[src/rtl/v3fa_pkg.sv]
`timescale 1ns / 1ps
`default_nettype none

package v3fa_pkg;

  localparam int unsigned FRAC_BITS_DEF = 16;
  // one root bit per cell, 32-bit root of a 64-bit radicand
  localparam int unsigned SQRT_STEPS    = 32;

  localparam logic [3:0] ACT_ADDV  = 4'd0;
  localparam logic [3:0] ACT_ADDS  = 4'd1;
  localparam logic [3:0] ACT_SUBV  = 4'd2;
  localparam logic [3:0] ACT_SUBS  = 4'd3;
  localparam logic [3:0] ACT_MULV  = 4'd4;
  localparam logic [3:0] ACT_MULS  = 4'd5;
  localparam logic [3:0] ACT_DIVV  = 4'd6;
  localparam logic [3:0] ACT_DIVS  = 4'd7;
  localparam logic [3:0] ACT_NEG   = 4'd8;
  localparam logic [3:0] ACT_EQ    = 4'd9;
  localparam logic [3:0] ACT_DOT   = 4'd10;
  localparam logic [3:0] ACT_CROSS = 4'd11;
  localparam logic [3:0] ACT_LEN   = 4'd12;
  localparam logic [3:0] ACT_NORM  = 4'd13;

  localparam logic signed [65:0] SAT_MAX = 66'sd2147483647;
  localparam logic signed [65:0] SAT_MIN = -66'sd2147483648;

  typedef struct packed {
    logic [3:0]         action;
    logic signed [31:0] ax;
    logic signed [31:0] ay;
    logic signed [31:0] az;
    logic signed [31:0] bx;
    logic signed [31:0] by;
    logic signed [31:0] bz;
    logic signed [31:0] scalar_in;
    logic               b_two_d;
  } req_t;

  typedef struct packed {
    logic signed [31:0] rx;
    logic signed [31:0] ry;
    logic signed [31:0] rz;
    logic signed [31:0] scalar_out;
    logic               equal_flag;
    logic               overflow;
  } rsp_t;

  // side data that rides along the root and divide cells
  typedef struct packed {
    logic [3:0]       act;
    logic [2:0][31:0] r_pre;
    logic [31:0]      sc_pre;
    logic             eqf;
    logic             ov;
    logic [2:0]       use_div;
    logic [2:0]       neg;
    logic [2:0]       dz;
    logic [2:0][31:0] num;
    logic [2:0][31:0] den;
  } ctx_t;

  function automatic logic signed [65:0] sx32(input logic [31:0] v);
    return {{34{v[31]}}, v};
  endfunction

  function automatic logic signed [65:0] sx64(input logic [63:0] v);
    return {{2{v[63]}}, v};
  endfunction

  // {overflow, value}
  function automatic logic [32:0] sat32(input logic signed [65:0] v);
    logic [32:0] r;
    if (v > SAT_MAX) begin
      r = {1'b1, 32'h7FFF_FFFF};
    end else if (v < SAT_MIN) begin
      r = {1'b1, 32'h8000_0000};
    end else begin
      r = {1'b0, v[31:0]};
    end
    return r;
  endfunction

  // product shifted down, truncated toward zero
  function automatic logic [63:0] trunc_q(input logic [63:0] p, input int unsigned f);
    logic [63:0] m;
    logic [63:0] q;
    m = p[63] ? (64'd0 - p) : p;
    q = m >> f;
    return p[63] ? (64'd0 - q) : q;
  endfunction

endpackage

`default_nettype wire

[src/rtl/v3fa_div_cell.sv]
`timescale 1ns / 1ps
`default_nettype none

module v3fa_div_cell #(
  parameter int unsigned NW = 48
) (
  input  logic                   clk,
  input  logic                   rst,
  input  logic                   en,
  input  logic                   in_valid,
  input  v3fa_pkg::ctx_t         in_ctx,
  input  logic [2:0][31:0]       in_den,
  input  logic [2:0][NW-1:0]     in_num,
  input  logic [2:0][31:0]       in_rem,
  input  logic [2:0][NW-1:0]     in_quo,
  output logic                   out_valid,
  output v3fa_pkg::ctx_t         out_ctx,
  output logic [2:0][31:0]       out_den,
  output logic [2:0][NW-1:0]     out_num,
  output logic [2:0][31:0]       out_rem,
  output logic [2:0][NW-1:0]     out_quo
);
  import v3fa_pkg::*;

  logic [2:0][32:0] rem_sh;
  logic [2:0][32:0] diff;
  logic [2:0]       ge;

  // one restoring step per lane: one quotient bit
  always_comb begin
    for (int i = 0; i < 3; i++) begin
      rem_sh[i] = {in_rem[i], in_num[i][NW-1]};
      diff[i]   = rem_sh[i] - {1'b0, in_den[i]};
      ge[i]     = (rem_sh[i] >= {1'b0, in_den[i]});
    end
  end

  always_ff @(posedge clk) begin
    if (rst) begin
      out_valid <= 1'b0;
    end else if (en) begin
      out_valid <= in_valid;
    end
  end

  always_ff @(posedge clk) begin
    if (en) begin
      out_ctx <= in_ctx;
      out_den <= in_den;
      for (int i = 0; i < 3; i++) begin
        out_num[i] <= {in_num[i][NW-2:0], 1'b0};
        out_rem[i] <= ge[i] ? diff[i][31:0] : rem_sh[i][31:0];
        out_quo[i] <= {in_quo[i][NW-2:0], ge[i]};
      end
    end
  end

endmodule

`default_nettype wire

[config.mk]
export PLATFORM = sky130hd
export DESIGN_NAME = v3fa_div_cell
export DESIGN_NICKNAME = d
export VERILOG_FILES = /design/src/rtl/v3fa_pkg.sv /design/src/rtl/v3fa_div_cell.sv
export SDC_FILE = /design/constraint.sdc
export NUM_CORES = 1
export LEC_CHECK = 0
export ABC_AREA = 1
export ABC_CLOCK_PERIOD_IN_PS = 1700
export BUFFER_PORTS_ARGS = -buffer_cell sky130_fd_sc_hd__buf_4
export CAP_MARGIN = 20
export CORE_AREA = 2 2 635 637
export DETAILED_ROUTE_END_ITERATION = 7
export DIE_AREA = 0 0 637 639
export SLEW_MARGIN = 20
export SYNTH_ARGS = -nofsm -noshare
export SYNTH_HDL_FRONTEND = slang
export SYNTH_SLANG_ARGS = --single-unit
[constraint.sdc]
create_clock -name clk -period 1.7 [get_ports clk]
set_clock_uncertainty 0.1 [all_clocks]
set_input_delay 0.085 -clock clk [delete_from_list [all_inputs] [get_ports clk]]
set_output_delay 0.085 -clock clk [all_outputs]
set_load 0.02 [all_outputs]
==> flow_metrics.tcl, run 1 <==
set metrics [dict create \
    status "finished with violations" \
    violations "hold timing, setup timing" \
    cts_tree "built" \
    cts.sinks 813 \
    vias 37620 \
    max_cap_viol_count 0 \
    setup_tns_ns -16.16 \
    grt_pass1_vias 37760 \
    fin_crit_ns 1.938 \
    cp_max_fo 9 \
    route.detailed.drc 0 \
    drive_gt1_share_pct 39.42 \
    core_um2 400900 \
    synth_top_cell_by_area "edfxtp_1" \
    numPortBuffers 1628 \
    grt_max_degree 76 \
    routed_wl_mm 336.2 \
    fmax_mhz 515.9 \
    dpl.hpwl_mm 285.8 \
    cts.clk_slew.worst_paths_ns 0.06 \
    hold_ws_ns -0.6181 \
    cts-root-buf "clkbuf_16" \
    crit_top_cell "nand2_2" \
    boundaryPins 1635 \
    die-area_um2 407000 \
    path_cells "buf_4 > dlygate4sd3_1 > ha_4 > nand2_2 > nor2_4 > nand2_2 > nor2_2 > nand3b_1 > nand2_2 > nor2_4 > buf_4 > buf_12 > nand3_1 > nand2_1" \
    synth_warnings 0 \
    antenna_found_initial 204 \
    setup_slack_ns -0.2382 \
    worstPathRequired_ns 2.15 \
    syn_area_per_cell_um2 12.04 \
    rsz0062_at_grt "yes" \
    wl_per_cell_um 28.14 \
    layout.nets 7457 \
    final_cells 11950 \
    crit_buf_inv 4 \
    synth_top_area_share_pct 71.88 \
    synth-seq-cells 813 \
    arrival_ns 2.39 \
    critPathCaptureType "flip-flop" \
    synth-seq-area-share_pct 71.94 \
    drt_first_pass_iters 5 \
    powerDensity_nw_per_um2 874.0 \
    worstSetupStartpointType "input pin" \
    htree_levels 3 \
    cp_slowest_cell "dlygate4sd3_1" \
    cpPeakStageDelay_ns 0.62 \
    critPathTopFamily "buffers and inverters" \
    std_cell_rows 233 \
    syn-instance-count 2818 \
    critPathKind "in2reg" \
    cts_buffer_depth 4 \
    grt_pass1_wl_mm 410.0 \
    crit_cells 14 \
    cts_inserted_buffers 112 \
    setup_viol 180 \
    grt_use_total_pct 15.68 \
    avgViaCountPerCell 3.149 \
    rr_worst_depth 3 \
    yosysUniqueCellTypes 37 \
    synth.area.top_cells "edfxtp_1 72%, nand2_1 9.8%, inv_1 5.2%" \
    die_w_um 637 \
    insertion_delay_ns 0.82 \
    holdPathStages 1 \
    initial_core_util_pct 8.462 \
    rrSetupSlack_ns 0.40 \
    period_share_pct 114.0 \
    grt_remaining_overflow 0 \
    place_ws_ns -0.7392 \
    drtAntennaViolNets 0 \
    fp.dieH_um 639 \
    gp_congestion 0.9557 \
    synthToLayoutAreaGrowth_pct 135.9 \
    drt_iter0_markers 2896 \
    finalPower_uw 69930 \
    p_leak_uw 0.03421 \
    synth_area_um2 33920 \
    dpl.cell_count 10130 \
    report.final.slew_viol_count 0 \
    vdd_drop_max_v 0.0008923 \
    hold_viol_final 15 \
    hp-class "in2reg" \
]
metrics by stage:
step	utilization [%]	area (µm²)
after floorplan	-	35280
after global placement	14.34	57480
after global routing	19.95	79990
after CTS	19.62	78630
after detailed placement	14.34	57480
final	19.96	80010
cells in the mapped netlist (all sizes together):
master and number:
a21o 1, a21oi 60, and2 14, and3 1
buf 32, conb 1, dfxtp 1, edfxtp 812
fa 3, ha 96, inv 470, mux2i 1
nand2 908, nand3 190, nand3b 15, nand4 7
nor2 133, nor3 22, o21ai 3, o21bai 5
or2 1, xnor2 3, xor2 39
layout make-up:
type                    count  area [µm²]
fillers                 43670      320800
repair buffers           3631       33950
flip-flops and latches    813       24400
multi-input cells        1511        9470
well taps                5287        6615
clock buffers             126        2877
inverters                 470        1789
clock inverters            77       830.8
diodes                     33       82.58
where the power goes:
part | total (µW) | internal, µW | switching (µW) | leakage (µW)
Combinational | 19700 | 9000 | 10700 | 0.0245
Sequential | 25300 | 24200 | 1160 | 0.00795
Clock | 24900 | 14300 | 10600 | 0.00179
Total | 69900 | 47500 | 22500 | 0.0342
state kept, by name (all words and copies together) (netlist names):
name       cells
out_quo      144
out_den       96
out_num      141
out_ctx      335
out_valid      1
out_rem       96
routing by layer:
metal	vias to the layer above	share of wire (%)	routed length, µm	global-route usage [%]
li1	16830	-	-	-
met4	16	4.2	14160	5.112
met3	615	11	38580	7.542
met2	1925	49	164700	27.52
met1	18240	35	118400	16.30
met5	-	0.090	302	0.3781
kinds of logic (layout without fill, tap and decap cells):
logic type / after synthesis / count (layout) / share of synthesized area [%]
adder cells (fa/ha/maj): 99 / 99 / 3.718
AND/OR/NAND/NOR: 1291 / 1297 / 16.24
flip-flops: 813 / 813 / 71.94
other: 1 / 36 / 0.01106
AO/OA/AOI/OAI: 69 / 69 / 1.062
multiplexers: 1 / 1 / 0.02951
buffers and inverters: 502 / 4304 / 5.916
XOR/XNOR: 42 / 42 / 1.084
placed cells by master, fill, tap and decap left out, drive strengths merged, types with 14 or more instances in the layout:
| master | count |
|---|---|
| diode | 33 |
| and2 | 14 |
| clkbuf | 129 |
| clkinv | 46 |
| nor3 | 22 |
| ha | 96 |
| nand3 | 190 |
| bufinv | 14 |
| nand3b | 15 |
| inv | 478 |
| dlygate4sd3 | 1533 |
| buf | 2081 |
| edfxtp | 812 |
| dlymetal6s4s | 14 |
| a21oi | 60 |
| xor2 | 39 |
| nand2 | 914 |
| nor2 | 133 |
path summary, 6_finish.rpt:
kind / from / endpoint
setup / recovery: in_rem[54] / out_rem[54]
hold / removal: in_den[54] / out_den[54]
setup reg to reg: out_valid / out_valid
hold reg to reg: out_valid / out_valid
timing repair:
| action | CTS | global route |
|---|---|---|
| resized for setup | 555 | 189 |
| hold buffers | 1534 | 118 |
| setup buffers | 0 | 28 |
| endpoints found under the setup margin | 554 | 426 |
| pin swaps | 0 | 54 |
| gates cloned | 0 | 10 |
| hold endpoints to repair | 1624 | 121 |
(Power assumes the default switching activity.)
==> inputs of run 2 (changes only) <==
- ABC_AREA: 1 -> not set
- CORE_AREA: 2 2 635 637 -> 2 2 633 635
- DIE_AREA: 0 0 637 639 -> 0 0 635 637
==> run 2 against run 1 <==
  * The flow still finishes with violations (hold timing, setup timing)
  * Largest power group unchanged
  * Die area is 0.63% lower
  * Area after synthesis is 8.4% lower
  * Cell count is 8.1% lower
  * Largest cell class unchanged
  * Synthesized cell count is 37% lower
  * Final area is 2.8% lower
  * Hold slack worse by 0.11 ns
  * Non-clock buffer count is 44 higher
==> flow_metrics.tcl, run 2 <==
set metrics [dict create \
    initial_core_util_pct 7.804 \
    cts.clk_slew.worst_paths_ns 0.07 \
    critPathCaptureType "flip-flop" \
    dpl.cell_count 9105 \
    boundaryPins 1635 \
    cts_inserted_buffers 116 \
    top_layer "met5" \
    worstPathRequired_ns 2.25 \
    avgViaCountPerCell 3.047 \
    insertion_delay_ns 0.87 \
    synth_common_cells "812 x edfxtp_1, 114 x a21oi_1, 113 x inv_1, 96 x ha_1, 80 x nand2_1" \
    status "finished with violations" \
    synth_top_cell_by_area "edfxtp_1" \
    die_w_um 635 \
    final_cell_mix "1,524 x dlygate4sd3_1, 1,414 x buf_4, 812 x edfxtp_1" \
    wl_per_cell_um 33.09 \
    p_leak_uw 0.03122 \
    synth-seq-cells 813 \
    vias 33440 \
    grt_remaining_overflow 0 \
    setup_viol 225 \
    std_cell_rows 232 \
    core_um2 398000 \
    cts_tree "built" \
    drive_gt1_share_pct 46.84 \
    synth_top_family_by_area "compound AO/OA/AOI/OAI gates" \
    cts-root-buf "clkbuf_16" \
    antenna_found_initial 228 \
    final_common_cell "dlygate4sd3_1" \
    vdd_drop_max_v 0.0008228 \
    syn-instance-count 1786 \
    hold_ws_ns -0.7277 \
    synth-edff-count 812 \
    async_flop_share_pct 0 \
    place_area_um2 53980 \
    drt_iter0_markers 2488 \
    numPortBuffers 1628 \
    worstSetupStartpointType "input pin" \
    grt_pass1_wl_mm 435.2 \
    final.fill_count 43070 \
    grt_pass1_vias 34230 \
    fp.dieH_um 637 \
    powerDensity_nw_per_um2 918.8 \
    arrival_ns 2.62 \
    largest_register_ffs 335 \
    grt_use_total_pct 17.27 \
    fin_crit_ns 2.064 \
    tightest_slew_ns 0.7383 \
    dpl.hpwl_mm 315.4 \
    final_cells 10980 \
    synth-xor-area-share_pct 2.453 \
    setup_slack_ns -0.3645 \
    layout.nets 6463 \
    htree_levels 3 \
    drt_first_pass_iters 5 \
    regMostFlops "out_ctx" \
    wl_met3_mm 48.92 \
    synth_mux_area_share_pct 2.034 \
    route.detailed.drc 0 \
    hold_viol_final 50 \
    synth_compound_area_share_pct 6.643 \
    yosysUniqueCellTypes 74 \
    synth_flop_cell "edfxtp_1" \
    die-area_um2 404500 \
    syn_area_per_cell_um2 17.39 \
    register_area_um2 24400 \
    max_cap_viol_count 0 \
    violations "hold timing, setup timing" \
    synth_area_um2 31060 \
    rsz0062_at_grt "yes" \
    reg_top3 "out_ctx: 335 flops, out_quo: 144 flops, out_num: 141 flops" \
    synth-seq-area-share_pct 78.57 \
    cp_max_fo 8 \
    fmax_mhz 484.4 \
    critPathKind "in2reg" \
    synth.area.top_cells "edfxtp_1 79%, ha_1 3.9%, a21oi_1 1.8%" \
    max_slew_margin_pct 50.40 \
    synthAdderAreaFrac_pct 4.061 \
    hp-class "in2reg" \
    cts.sinks 813 \
    gp_congestion 0.9696 \
    report.final.slew_viol_count 0 \
    final_area_um2 77780 \
    synthToLayoutAreaGrowth_pct 150.4 \
    multi_input_area_um2 7715 \
    cts_buffer_depth 4 \
    routed_wl_mm 363.1 \
    grt_max_degree 61 \
    synth_warnings 0 \
    yosysMostFrequentCell "edfxtp_1" \
    wl_met1_mm 125.2 \
    synth_top_area_share_pct 78.51 \
    period_share_pct 121.4 \
    synth_simple_gate_area_share_pct 4.141 \
    route.met2.wl_mm 172.4 \
    drtAntennaViolNets 0 \
]
## run 2: cell types whose count changed after synthesis, moves of 16 or more
cell and change:
inv_1 -353, a21oi_1 +54, mux2_4 +29, nand2_1 -804, nand3_2 -16, nand3_1 -153, xnor2_1 +44, a21o_1 +40
clkbuf_1 +23, o21ai_0 +71, nand2b_1 +16, nor2_1 -59
## run 2: path summary, 6_finish.rpt
kind	start	end	slack [ns]	cells past startpoint
max	in_rem[20]	out_rem[7]	-0.36	13
min	in_den[6]	out_den[6]	-0.73	1
max reg2reg	out_valid	out_valid	0.45	3
min reg2reg	out_valid	out_valid	0.95	3
## run 2: worst max-delay path, cell delays in order
cell           delay [ns]
buf_4                0.11
dlygate4sd3_1        0.61
ha_4                 0.29
buf_4                0.13
and3_4               0.19
nand4_1              0.18
o21ai_4              0.32
a21oi_4              0.11
buf_12               0.15
buf_12               0.13
clkbuf_16            0.15
nand2_1              0.08
o21ai_2              0.06
## run 2: final cells by class
class                      instances  area share (%)
multi-input combinational        825           9.918
clock inverter                    76          0.9973
sequential                       813           31.37
tap                             5265           8.469
timing repair buffer            3675           44.50
inverter                         114          0.6305
antenna                           75          0.2413
clock buffer                     133           3.869
## run 2: report_power, final
| group | leakage (µW) | switching (µW) | internal, µW | total [µW] |
|---|---|---|---|---|
| clock network | 0.00184 | 10600 | 14500 | 25100 |
| logic | 0.0214 | 11000 | 9720 | 20700 |
| registers | 0.00796 | 1420 | 24200 | 25700 |
## run 2: cell families after synthesis
group,count (synthesis)
flip-flops,813
AO/OA/AOI/OAI,328
AND/OR/NAND/NOR,259
buffers and inverters,152
adder cells (fa/ha/maj),99
XOR/XNOR,87
multiplexers,47
other,1
## run 2: timing repair
| item | 4_1_cts | 5_1_grt |
|---|---|---|
| resized for setup | 780 | 190 |
| hold buffers | 1505 | 33 |
| setup buffers | 32 | 41 |
| endpoints found under the setup margin | 732 | 509 |
| pin swaps | 78 | 104 |
| hold endpoints to repair | 1625 | 74 |
| cloned | 3 | 2 |
## run 2: metrics by stage
step	utilization, %	setup slack, ns	setup TNS [ns]	power, µW	hold slack, ns
5_1_grt	19.53	-0.3769	-49.96	74280	-0.7796
3_3_place_gp	13.56	-1.531	-125.00	41650	0.1462
2_1_floorplan	-	-0.8806	-70.17	30090	0.05738
4_1_cts	19.15	-0.3369	-66.79	72320	-0.8016
3_5_place_dp	13.56	-1.394	-118.79	41600	0.1516
6_report	19.55	-0.3645	-29.85	71460	-0.7277
## run 2: per-layer routing
metal	GRT usage, %	up-vias
met4	5.916	52
li1	-	14470
met3	10.12	618
met1	17.55	16500
met2	29.37	1798
met5	0	-
