### src/rtl/v3fa_pkg.sv
`timescale 1ns / 1ps
`default_nettype none

package v3fa_pkg;

  localparam int unsigned FRAC_BITS_DEF = 16;
  // one root bit per cell, 32-bit root of a 64-bit radicand
  localparam int unsigned SQRT_STEPS    = 32;

  localparam logic [3:0] ACT_ADDV  = 4'd0;
  localparam logic [3:0] ACT_ADDS  = 4'd1;
  localparam logic [3:0] ACT_SUBV  = 4'd2;
  localparam logic [3:0] ACT_SUBS  = 4'd3;
  localparam logic [3:0] ACT_MULV  = 4'd4;
  localparam logic [3:0] ACT_MULS  = 4'd5;
  localparam logic [3:0] ACT_DIVV  = 4'd6;
  localparam logic [3:0] ACT_DIVS  = 4'd7;
  localparam logic [3:0] ACT_NEG   = 4'd8;
  localparam logic [3:0] ACT_EQ    = 4'd9;
  localparam logic [3:0] ACT_DOT   = 4'd10;
  localparam logic [3:0] ACT_CROSS = 4'd11;
  localparam logic [3:0] ACT_LEN   = 4'd12;
  localparam logic [3:0] ACT_NORM  = 4'd13;

  localparam logic signed [65:0] SAT_MAX = 66'sd2147483647;
  localparam logic signed [65:0] SAT_MIN = -66'sd2147483648;

  typedef struct packed {
    logic [3:0]         action;
    logic signed [31:0] ax;
    logic signed [31:0] ay;
    logic signed [31:0] az;
    logic signed [31:0] bx;
    logic signed [31:0] by;
    logic signed [31:0] bz;
    logic signed [31:0] scalar_in;
    logic               b_two_d;
  } req_t;

  typedef struct packed {
    logic signed [31:0] rx;
    logic signed [31:0] ry;
    logic signed [31:0] rz;
    logic signed [31:0] scalar_out;
    logic               equal_flag;
    logic               overflow;
  } rsp_t;

  // side data that rides along the root and divide cells
  typedef struct packed {
    logic [3:0]       act;
    logic [2:0][31:0] r_pre;
    logic [31:0]      sc_pre;
    logic             eqf;
    logic             ov;
    logic [2:0]       use_div;
    logic [2:0]       neg;
    logic [2:0]       dz;
    logic [2:0][31:0] num;
    logic [2:0][31:0] den;
  } ctx_t;

  function automatic logic signed [65:0] sx32(input logic [31:0] v);
    return {{34{v[31]}}, v};
  endfunction

  function automatic logic signed [65:0] sx64(input logic [63:0] v);
    return {{2{v[63]}}, v};
  endfunction

  // {overflow, value}
  function automatic logic [32:0] sat32(input logic signed [65:0] v);
    logic [32:0] r;
    if (v > SAT_MAX) begin
      r = {1'b1, 32'h7FFF_FFFF};
    end else if (v < SAT_MIN) begin
      r = {1'b1, 32'h8000_0000};
    end else begin
      r = {1'b0, v[31:0]};
    end
    return r;
  endfunction

  // product shifted down, truncated toward zero
  function automatic logic [63:0] trunc_q(input logic [63:0] p, input int unsigned f);
    logic [63:0] m;
    logic [63:0] q;
    m = p[63] ? (64'd0 - p) : p;
    q = m >> f;
    return p[63] ? (64'd0 - q) : q;
  endfunction

endpackage

`default_nettype wire

### src/rtl/v3fa_sqrt_cell.sv
`timescale 1ns / 1ps
`default_nettype none

module v3fa_sqrt_cell (
  input  logic           clk,
  input  logic           rst,
  input  logic           en,
  input  logic           in_valid,
  input  v3fa_pkg::ctx_t in_ctx,
  input  logic [63:0]    in_rad,
  input  logic [33:0]    in_rem,
  input  logic [31:0]    in_root,
  output logic           out_valid,
  output v3fa_pkg::ctx_t out_ctx,
  output logic [63:0]    out_rad,
  output logic [33:0]    out_rem,
  output logic [31:0]    out_root
);
  import v3fa_pkg::*;

  logic [35:0] rem_sh;
  logic [35:0] trial;
  logic [35:0] diff;
  logic        ge;

  // bring down two radicand bits, try root*4+1
  assign rem_sh = {in_rem, in_rad[63:62]};
  assign trial  = {2'b00, in_root, 2'b01};
  assign diff   = rem_sh - trial;
  assign ge     = (rem_sh >= trial);

  always_ff @(posedge clk) begin
    if (rst) begin
      out_valid <= 1'b0;
    end else if (en) begin
      out_valid <= in_valid;
    end
  end

  always_ff @(posedge clk) begin
    if (en) begin
      out_ctx  <= in_ctx;
      out_rad  <= {in_rad[61:0], 2'b00};
      out_rem  <= ge ? diff[33:0] : rem_sh[33:0];
      out_root <= {in_root[30:0], ge};
    end
  end

endmodule

`default_nettype wire

### config.mk
export PLATFORM = sky130hd
export DESIGN_NAME = v3fa_sqrt_cell
export DESIGN_NICKNAME = d
export VERILOG_FILES = /design/src/rtl/v3fa_pkg.sv /design/src/rtl/v3fa_sqrt_cell.sv
export SDC_FILE = /design/constraint.sdc
export NUM_CORES = 1
export LEC_CHECK = 0
export BUFFER_PORTS_ARGS = -buffer_cell sky130_fd_sc_hd__buf_2
export CORE_AREA = 2 2 368 370
export CTS_CLUSTER_SIZE = 25
export DETAILED_ROUTE_END_ITERATION = 7
export DIE_AREA = 0 0 370 372
export GPL_TIMING_DRIVEN = 0
export HOLD_SLACK_MARGIN = 0.15
export PLACE_DENSITY = 0.35
export SLEW_MARGIN = 10
export SYNTH_ARGS = -nofsm -noshare
export SYNTH_HDL_FRONTEND = slang
export SYNTH_SLANG_ARGS = --single-unit
### constraint.sdc
create_clock -name clk -period 5.3 [get_ports clk]
set_input_delay 0.265 -clock clk [delete_from_list [all_inputs] [get_ports clk]]
set_output_delay 0.265 -clock clk [all_outputs]
set_load 0.005 [all_outputs]
==> metrics, run 1 <==
run status=finished, final reports clean; H-tree levels=2; layout cells sized above 1=between 40 and 50%; 1st-pass router iterations=5; PortBufs=932; via/cell ratio=~3.3; die area=roughly 140000 sq um; Area growth syn-to-layout=84.0%; clock-pin transition on the worst setup and hold timing paths=0.06 ns; CTS root buffer=clkbuf_16; Layout Skew=0 ns; Compound-Gate Fraction of Synth Area=5.29%; Worst setup EP type=flop; Mapped Area=16300 sq um; Power Density=335 nW/um^2; leakage power=12.4 nW; DP HPWL=65.3 mm; VDD IR max=0.239 mV; final instance area=about 30000 sq um; post-layout min period=between 3 and 4 ns; Post-synth ARST share=0%; Tcrit/Tclk final=66.4%; Arr. time, crit path=3.89 ns; TritonCTS clock tree=done; Final Setup Violations=0; final global-route overflow total=0; vias=13.5k; Synth cell types=58; Hold WC Path Type=in2reg; routed len/inst=20.0 microns; relative slew slack=between 40% and 50%; RSZ-0062 raised after global routing=no; pin count of the biggest net entering global routing=117; die width=370 microns; Post-synth EDFFs=463; Final nets=2800; area share of xor/xnor cells in the synthesized design=1.50%; Main synth FF type=edfxtp_1; Crit Path Max Fanout=10; Final Slew Violations=0; cell row count=135; all-layer global routing usage=11.2%; Post-CTS Setup Bufs=0; initial antenna violation count=28; most frequent cells in the layout=buf_2 (937), dlygate4sd3_1 (467), edfxtp_1 (463), clkbuf_16 (59), nand2_1 (48); clock sinks=around 460; max-cap violations=0; Starting DRT DRC Count=roughly 600; initial core utilization=12.1%; post-synthesis sequential area ratio=85.4%; DR DRC count=0; Post-DRT Antenna Nets=0; Max Root-Sink Buffers=3; cell count of the worst hold path=2; kind of critical path=in2reg; FF-to-FF path depth=3; Core Util, Final=roughly 22%; largest family of logic cells by synthesized area=compound AO/OA/AOI/OAI gates; first-pass GRT wire length=108 mm; clk_lat worst skew=0.67 ns; Ys Warns=0; Avg Cell Area, Syn=around 20 sq um; area of placed instances=23300 sq um; Mapped Cells=832; core area=134000 sq um; Die Y=between 300 and 400 microns; placer congestion estimate=~0.8; critical path's largest stage delay=0.55 ns; CP Cell Sequence=dlygate4sd3_1 -> buf_2 -> ha_1 -> a21o_1 -> o41ai_1 -> o211ai_1 -> a211oi_1 -> o21a_1 -> clkbuf_1 -> o21ai_1; Worst EP required=5.67 ns; Worst-Margin Slew=around 0.82 ns; CP max-delay cell=dlygate4sd3_1; adder-cell share of the synthesized area=2.61%; Simple-Gate Fraction of Synth Area=3.37%; placed insts=3550; Max Clock Freq=between 200 and 300 MHz; leading cell type in the layout, fill and taps excluded=buf_2; Critical Path Source Type=input pin; Final Hold Vio Count=0; Routed WL=82.7 mm; cts bufs inserted=59; Layout Cells excl Fill=4142; number of global-route vias before repair=14.2k; mux cell area share after synthesis=0.453%; I/O pin count=935; FF+latch count, synth=464
-- report_power, final --
part           leakage (nW)  switching [mW]  internal, mW  total, mW
combinational          6.91           0.702         0.675       1.38
clock                 0.955            1.75          2.44       4.18
sequential             4.54          0.0907          4.40       4.49
total                  12.4            2.54          7.51       10.1
-- logic make-up after synthesis --
family / after synthesis
other cells: 1
mux: 7
flops: 464
simple gates: 113
buf+inv: 56
xor+xnor: 28
fa+ha+maj: 34
compound gates: 129
-- metal layers --
| layer | up-vias | share of wire (%) | GRT usage [%] |
|---|---|---|---|
| met4 | 6 | 2.5 | 3.34 |
| met1 | 6680 | 40 | 13.2 |
| met5 | - | 0.050 | 0 |
| met2 | 541 | 50 | 19.3 |
| met3 | 87 | 7.9 | 3.67 |
| li1 | 6184 | - | - |
-- critical path: cells and delay by family --
family / cells / cell delay, ns
compound gates: 6 / 2.02
buf+inv: 3 / 1.20
fa+ha+maj: 1 / 0.39
-- worst paths after layout --
path	slack, ns	startpoint	to
hold reg to reg	1.04	out_valid$_SDFFE_PP0P_	out_valid$_SDFFE_PP0P_
hold / removal	0.30	in_ctx[144]	out_ctx[144]$_DFFE_PP_
setup reg to reg	4.18	out_valid$_SDFFE_PP0P_	out_valid$_SDFFE_PP0P_
setup / recovery	1.78	in_rem[7]	out_rem[13]$_DFFE_PP_
-- state kept, by name (all words and copies together), names as in the netlist --
name / cells
out_root: 32
out_rem: 34
out_ctx: 335
out_valid: 1
out_rad: 62
-- cell usage after synthesis (2+ instances only) --
| cell | instances | share of area [%] |
|---|---|---|
| o211ai_1 | 3 | 0.14 |
| nand4_1 | 7 | 0.27 |
| xor2_1 | 16 | 0.86 |
| o21ai_1 | 31 | 0.95 |
| nand2_1 | 48 | 1.1 |
| a21boi_0 | 2 | 0.092 |
| nor2b_1 | 2 | 0.077 |
| nor2_1 | 15 | 0.35 |
| nor3_1 | 8 | 0.25 |
| o31ai_1 | 3 | 0.14 |
| and2_1 | 6 | 0.23 |
| a31oi_1 | 5 | 0.19 |
| mux2_1 | 3 | 0.21 |
| ha_1 | 34 | 2.6 |
| nand2b_1 | 6 | 0.23 |
| edfxtp_1 | 463 | 85 |
| buf_2 | 6 | 0.18 |
| o31a_1 | 2 | 0.11 |
| o221ai_1 | 2 | 0.11 |
| a21o_1 | 21 | 0.97 |
| buf_4 | 3 | 0.14 |
| xnor2_1 | 12 | 0.64 |
| inv_1 | 41 | 0.94 |
| o41ai_1 | 3 | 0.16 |
| a311oi_4 | 2 | 0.32 |
| clkbuf_1 | 5 | 0.12 |
| o21ai_0 | 12 | 0.37 |
| and3_1 | 9 | 0.35 |
| nand3_1 | 4 | 0.12 |
| a21oi_1 | 26 | 0.80 |
| a31o_1 | 2 | 0.11 |
| mux2i_1 | 4 | 0.25 |
-- metrics by stage --
| stage | setup WS, ns | hold WS [ns] | power, mW | setup TNS (ns) |
|---|---|---|---|---|
| floorplan | 2.67 | 0.337 | 4.84 | 0 |
| global placement | -3.50 | 0.431 | 5.73 | -1589.34 |
| finish | 1.78 | 0.303 | 10.1 | 0 |
| detailed placement | 1.55 | 0.430 | 5.68 | 0 |
| CTS | 1.72 | 0.203 | 10.3 | 0 |
| global route | 1.54 | 0.251 | 10.5 | 0 |
-- timing repair --
| item | in CTS | in global routing |
|---|---|---|
| resized for setup | 0 | 0 |
| hold endpoints to repair | 518 | 0 |
| hold buffers | 467 | 0 |
-- area by class of cell --
| cell class | instances | area [sq um] |
|---|---|---|
| Clock buffer | 75 | 1570 |
| Inverter | 42 | 158 |
| Antenna cell | 15 | 37.5 |
| Buffer | 14 | 71.3 |
| Tap cell | 1781 | 2230 |
| Clock inverter | 35 | 414 |
| Fill cell | 14400 | 104000 |
| Timing Repair Buffer | 1403 | 9460 |
| Sequential cell | 464 | 13900 |
| Multi-Input combinational cell | 313 | 2160 |
Note: power is estimated with default switching activity, not from simulation.
==> inputs of run 2 (changes only) <==
clock period = 2.9 ns   (was 5.3 ns; I/O delays follow)
==> metrics, run 2 (same netlist as run 1, synthesis figures left out) <==
relative slew slack=45.0% (-0.23 points); kind of critical path=in2reg; Reg-to-Reg Start=out_valid$_SDFFE_PP0P_; placer congestion estimate=0.813 (unchanged); Routed WL=85.8 mm (+3.7%); Final Power=18.6 mW (+86%); number of flip-flops in the largest register=335 (unchanged); RSZ-0062 raised after global routing=no; DRT met1 WL=33.3 mm (+1.0%); H-tree levels=2 (unchanged); Final Hold Vio Count=4 (+4); area of placed instances=23300 sq um (unchanged); clock sinks=464 (unchanged); CTS root buffer=clkbuf_16; cell count of the worst hold path=3 (+1); Arr. time, crit path=3.20 ns (-0.69 ns); DP HPWL=65.3 mm (unchanged); cts bufs inserted=59 (unchanged); Worst-Margin Slew=0.826 ns (+0.00338 ns); Worst setup EP type=flop; Final Slew Violations=0 (unchanged); Net Sw Frac=25.2% (-0.037 points); logic gate share of total power=14.9% (+1.2 points); Post-DRT Antenna Nets=0 (unchanged); pin count of the biggest net entering global routing=117 (unchanged); worst hold slack=-0.183 ns (-0.485 ns); clk_lat worst skew=0.67 ns (about the same); initial core utilization=12.1% (unchanged); clock-pin transition on the worst setup and hold timing paths=0.06 ns (about the same); Crit Path Max Fanout=10 (unchanged); final instance area=32400 sq um (+7.9%); die area=138000 sq um (unchanged); PortBufs=932 (unchanged); biggest regs=out_ctx (335), out_rad (62), out_rem (34); worst-case hold path end point=out_rem[7]$_DFFE_PP_; Area growth syn-to-layout=98.6%; failing checks=negative hold slack; Critical Path Source Type=input pin; Internal=13.9 mW (+86%); leading cell type in the layout, fill and taps excluded=buf_2; first-pass GRT wire length=113 mm (+4.3%); via/cell ratio=3.35 (+2.7%); Final Setup Violations=0 (unchanged); DR DRC count=0 (unchanged); Tcrit/Tclk final=about 94%; flop-to-flop setup slack=1.78 ns (-2.40 ns); Max Clock Freq=around 370 MHz; number of global-route vias before repair=15.3k (+7.7%); placed insts=3550 (unchanged); VDD IR max=0.438 mV (+83%); net load switching power=4.70 mW (+85%); run status=finished, violations left; die width=370 microns (unchanged); Top reg by flops=out_ctx; clock network fraction of design power=41.1% (-0.5 points); routed len/inst=19.6 microns (-1.8%); Final nets=3038 (+8.5%); all-layer global routing usage=11.6% (+0.41 points); Hold WC Path Type=in2reg; Max Root-Sink Buffers=3 (unchanged); Layout Skew=0 ns (unchanged); I/O pin count=935 (unchanged); TritonCTS clock tree=done; met3 wire len=7.22 mm (+10%); Die Y=372 microns (unchanged); Worst EP required=3.37 ns (-2.30 ns); RR Endpoint=out_valid$_SDFFE_PP0P_; final global-route overflow total=0 (unchanged); layout cells sized above 1=40.4% (-3.9 points); initial antenna violation count=31 (+11%); Max Used Layer=met5; leakage power=13.4 nW (+8.1%); most frequent cells in the layout=buf_2 (937), dlygate4sd3_1 (704), edfxtp_1 (463), clkbuf_16 (59), nand2_1 (48); HP Start=in_rem[5]; vias=14.6k (+8.4%); FF-to-FF path depth=3 (unchanged); max-cap violations=0 (unchanged); Layout Cells excl Fill=4375 (+5.6%); metal2 WL=42.8 mm (+4.3%); 1st-pass router iterations=5 (unchanged); cell row count=135 (unchanged); post-layout min period=2.72 ns; Flop pwr share=44.0% (-0.7 points); core area=134000 sq um (unchanged); Power Density=576 nW/um^2 (+72%); Starting DRT DRC Count=652 (+6.5%)
[run 2: cell count changes in the layout (fill, tap and decap cells not counted), sizes merged]
cell / change
buf: +2
clkbuf: -1
dlygate4sd3: +237
diode: -5
[run 2: what timing repair did]
| action | 4_1_cts | 5_1_grt |
|---|---|---|
| hold endpoints to repair | 544 | 21 |
| gates resized for setup | 0 | 3 |
| setup endpoints to repair | 0 | 23 |
| setup buffers | 0 | 2 |
| hold buffers | 687 | 17 |
[run 2: layer usage]
metal / GRT usage, % / up-vias
met2: 20.2 / 588
met5: 0 / -
met3: 4.11 / 108
met4: 3.53 / 18
met1: 13.3 / 7266
li1: - / 6657
[run 2: power by group through the flow]
stage	clock (mW)	combinational (mW)	sequential, mW
floorplan	0	0.440	8.41
global placement	0	2.03	8.44
detailed placement	0	2.04	8.34
CTS	8.04	2.81	8.22
global route	8.23	3.01	8.26
finish	7.66	2.77	8.21
[run 2: stage by stage]
step / util, % / setup TNS (ns) / worst slack, ns
after floorplan: - / 0 / 0.389
final: 24.1 / 0 / 0.177
after global placement: 17.3 / -2668.99 / -5.78
after CTS: 24.0 / 0 / 0.0103
after detailed placement: 17.4 / -18.58 / -0.731
after global routing: 24.1 / 0 / 0.00214
[run 2: how the worst max path moves through the flow]
| stage | startpoint | to | slack, ns | cells past startpoint |
|---|---|---|---|---|
| 6_report | in_rem[25] | out_rem[29]$_DFFE_PP_ | 0.18 | 13 |
| 5_1_grt | in_rem[25] | out_rem[31]$_DFFE_PP_ | 0.002 | 11 |
| 4_1_cts | in_root[22] | out_rem[13]$_DFFE_PP_ | 0.01 | 12 |
| 3_5_place_dp | in_root[7] | out_rem[29]$_DFFE_PP_ | -0.73 | 12 |
| 3_3_place_gp | en | out_root[3]$_DFFE_PP_ | -5.78 | 1 |
| 2_1_floorplan | in_root[27] | out_rem[3]$_DFFE_PP_ | 0.39 | 10 |
[run 2: cell type report]
cell class | instances | area (sq um)
plain buffers | 13 | 68.8
clock buffers | 75 | 1570
inverters | 42 | 158
flip-flops and latches | 464 | 13900
repair buffers | 1642 | 11800
multi-input cells | 313 | 2170
fillers | 14200 | 102000
diodes | 10 | 25.0
well taps | 1781 | 2230
clock inverters | 35 | 414
[run 2: worst max-delay path: stages]
cell,delay [ns]
dlygate4sd3_1,0.55
buf_2,0.14
ha_1,0.29
clkbuf_1,0.21
nand4_1,0.22
nor3_1,0.09
a311o_1,0.31
a211oi_1,0.21
o21a_2,0.27
buf_4,0.24
buf_2,0.28
nand2_1,0.08
o21ai_1,0.16
==> inputs of run 3 (changes only) <==
clock period = 3.5 ns   (was 2.9 ns; I/O delays follow)
==> metrics, run 3 (same netlist as run 1, synthesis figures left out) <==
run status=finished, final reports clean; kind of critical path=in2reg; Routed WL=84.0 mm (-2.0%); H-tree levels=2 (unchanged); cell count of the worst hold path=2 (-1); fillers=14.3k (+0.72%); layout cells sized above 1=43.0% (+2.6 points); VDD IR max=0.363 mV (-17%); all-layer global routing usage=11.4% (-0.22 points); post-place setup slack=-0.161 ns (+0.570 ns); Setup TNS Final=0 ns (unchanged); Max Root-Sink Buffers=3 (unchanged); net load switching power=3.88 mW (-17%); relative slew slack=45.5% (+0.49 points); Critical Path Source Type=input pin; Final Setup Violations=0 (unchanged); TritonCTS clock tree=done; Tcrit/Tclk final=94.5%; PortBufs=932 (unchanged); final instance area=30900 sq um (-4.7%); Worst Slack Setup Final=0.192 ns (+0.0150 ns); number of flip-flops in the largest register=335 (unchanged); vias=13.9k (-5.0%); 1st-pass router iterations=5 (unchanged); pin count of the biggest net entering global routing=117 (unchanged); clock sinks=464 (unchanged); leakage power=12.8 nW (-4.8%); routed len/inst=19.9 microns (+1.4%); die width=370 microns (unchanged); worst-case hold path end point=out_ctx[70]$_DFFE_PP_; most frequent cells in the layout=buf_2 (937), dlygate4sd3_1 (549), edfxtp_1 (463), clkbuf_16 (59), nand2_1 (48); flop-to-flop setup slack=2.38 ns (+0.60 ns); clk_lat worst skew=0.67 ns (about the same); Post-DRT Antenna Nets=0 (unchanged); via/cell ratio=3.29 (-1.7%); initial antenna violation count=29 (-6.5%); placer congestion estimate=0.813 (unchanged); Flop pwr share=44.4% (+0.4 points); clock-pin transition on the worst setup and hold timing paths=0.07 ns (about the same); number of global-route vias before repair=14.7k (-4.0%); die area=138000 sq um (unchanged); I/O pin count=935 (unchanged); Layout Cells excl Fill=4226 (-3.4%); Final Power=15.3 mW (-18%); area of placed instances=23300 sq um (unchanged); clock network fraction of design power=41.5% (+0.4 points); RSZ-0062 raised after global routing=no; initial core utilization=12.1% (unchanged); Reg-to-Reg Start=out_valid$_SDFFE_PP0P_; leading cell type in the layout, fill and taps excluded=buf_2; Final nets=2884 (-5.1%); placed insts=3550 (unchanged); Layout Skew=0 ns (unchanged); FF-to-FF path depth=3 (unchanged); first-pass GRT wire length=110 mm (-2.1%); Worst-Margin Slew=0.818 ns (-0.00737 ns); Power Density=496 nW/um^2 (-14%); Worst EP required=3.98 ns (+0.61 ns); Starting DRT DRC Count=656 (+0.61%); Worst setup EP type=flop; Max Clock Freq=302 MHz; post-layout min period=3.31 ns; core area=134000 sq um (unchanged); cell row count=135 (unchanged); logic gate share of total power=14.1% (-0.8 points); biggest regs=out_ctx (335), out_rad (62), out_rem (34); DP HPWL=65.3 mm (unchanged); DR DRC count=0 (unchanged); Net Sw Frac=25.3% (+0.10 points); HP Start=in_ctx[70]; Final Slew Violations=0 (unchanged); Arr. time, crit path=3.78 ns (+0.58 ns); Top reg by flops=out_ctx; final global-route overflow total=0 (unchanged); max-cap violations=0 (unchanged); Area growth syn-to-layout=89.2%; RR Endpoint=out_valid$_SDFFE_PP0P_; Hold WC Path Type=in2reg; cts bufs inserted=59 (unchanged); Internal=11.4 mW (-18%); CTS root buffer=clkbuf_16; Crit Path Max Fanout=10 (unchanged); Die Y=372 microns (unchanged); Final Hold Vio Count=0 (-4)
run 3: cell count changes in the layout (fill, tap and decap cells not counted), sizes merged:
cell,change
dlygate4sd3,-155
diode,+5
clkbuf,+1
run 3: power groups by stage:
stage | Sequential (mW) | Clock, mW | Combinational, mW
2_1_floorplan | 6.97 | 0 | 0.365
3_3_place_gp | 6.99 | 0 | 1.68
5_1_grt | 6.85 | 6.83 | 2.36
6_report | 6.80 | 6.35 | 2.17
3_5_place_dp | 6.91 | 0 | 1.69
4_1_cts | 6.81 | 6.66 | 2.23
run 3: layout make-up:
| type | count | area, sq um | share of cell area (%) |
|---|---|---|---|
| Clock buffer | 75 | 1570 | 5.08 |
| Antenna cell | 15 | 37.5 | 0.122 |
| Clock inverter | 35 | 414 | 1.34 |
| Multi-Input combinational cell | 313 | 2170 | 7.03 |
| Buffer | 14 | 72.6 | 0.235 |
| Inverter | 42 | 158 | 0.511 |
| Tap cell | 1781 | 2230 | 7.22 |
| Timing Repair Buffer | 1487 | 10300 | 33.4 |
| Sequential cell | 464 | 13900 | 45.1 |
run 3: worst max-delay path by stage:
stage	startpoint	to	slack (ns)	depth (start not counted)
6_report	in_rem[7]	out_rem[29]$_DFFE_PP_	0.19	13
5_1_grt	in_rem[7]	out_rem[31]$_DFFE_PP_	0.03	13
4_1_cts	in_rem[7]	out_rem[13]$_DFFE_PP_	0.009	10
3_5_place_dp	in_root[7]	out_rem[29]$_DFFE_PP_	-0.16	12
3_3_place_gp	en	out_root[3]$_DFFE_PP_	-5.21	1
2_1_floorplan	in_root[27]	out_rem[3]$_DFFE_PP_	0.96	10
run 3: through the flow:
stage / utilization [%] / hold WS (ns)
4_1_cts: 22.9 / 0.150
2_1_floorplan: - / 0.247
5_1_grt: 23.0 / 0.177
3_5_place_dp: 17.4 / 0.340
3_3_place_gp: 17.3 / 0.341
6_report: 23.0 / 0.224
run 3: layer usage:
metal / global-route usage, % / part of all wire [%] / wire [microns]
met5: 0 / 0.069 / 58
met4: 3.36 / 2.6 / 2150
met3: 3.70 / 7.9 / 6650
met2: 19.7 / 50 / 41800
met1: 13.4 / 40 / 33400
run 3: critical path: stages:
cell,delay (ns)
dlygate4sd3_1,0.55
buf_2,0.14
ha_1,0.38
a21o_1,0.23
o41ai_1,0.56
o211ai_1,0.18
buf_4,0.19
a211oi_1,0.23
o21a_1,0.35
buf_4,0.27
buf_2,0.27
nand2_1,0.08
o21ai_1,0.16
run 3: repair_timing:
| action | CTS | global route |
|---|---|---|
| setup endpoints to repair | 0 | 21 |
| setup buffers | 0 | 2 |
| hold endpoints to repair | 544 | 0 |
| gates resized for setup | 0 | 3 |
| hold buffers | 549 | 0 |
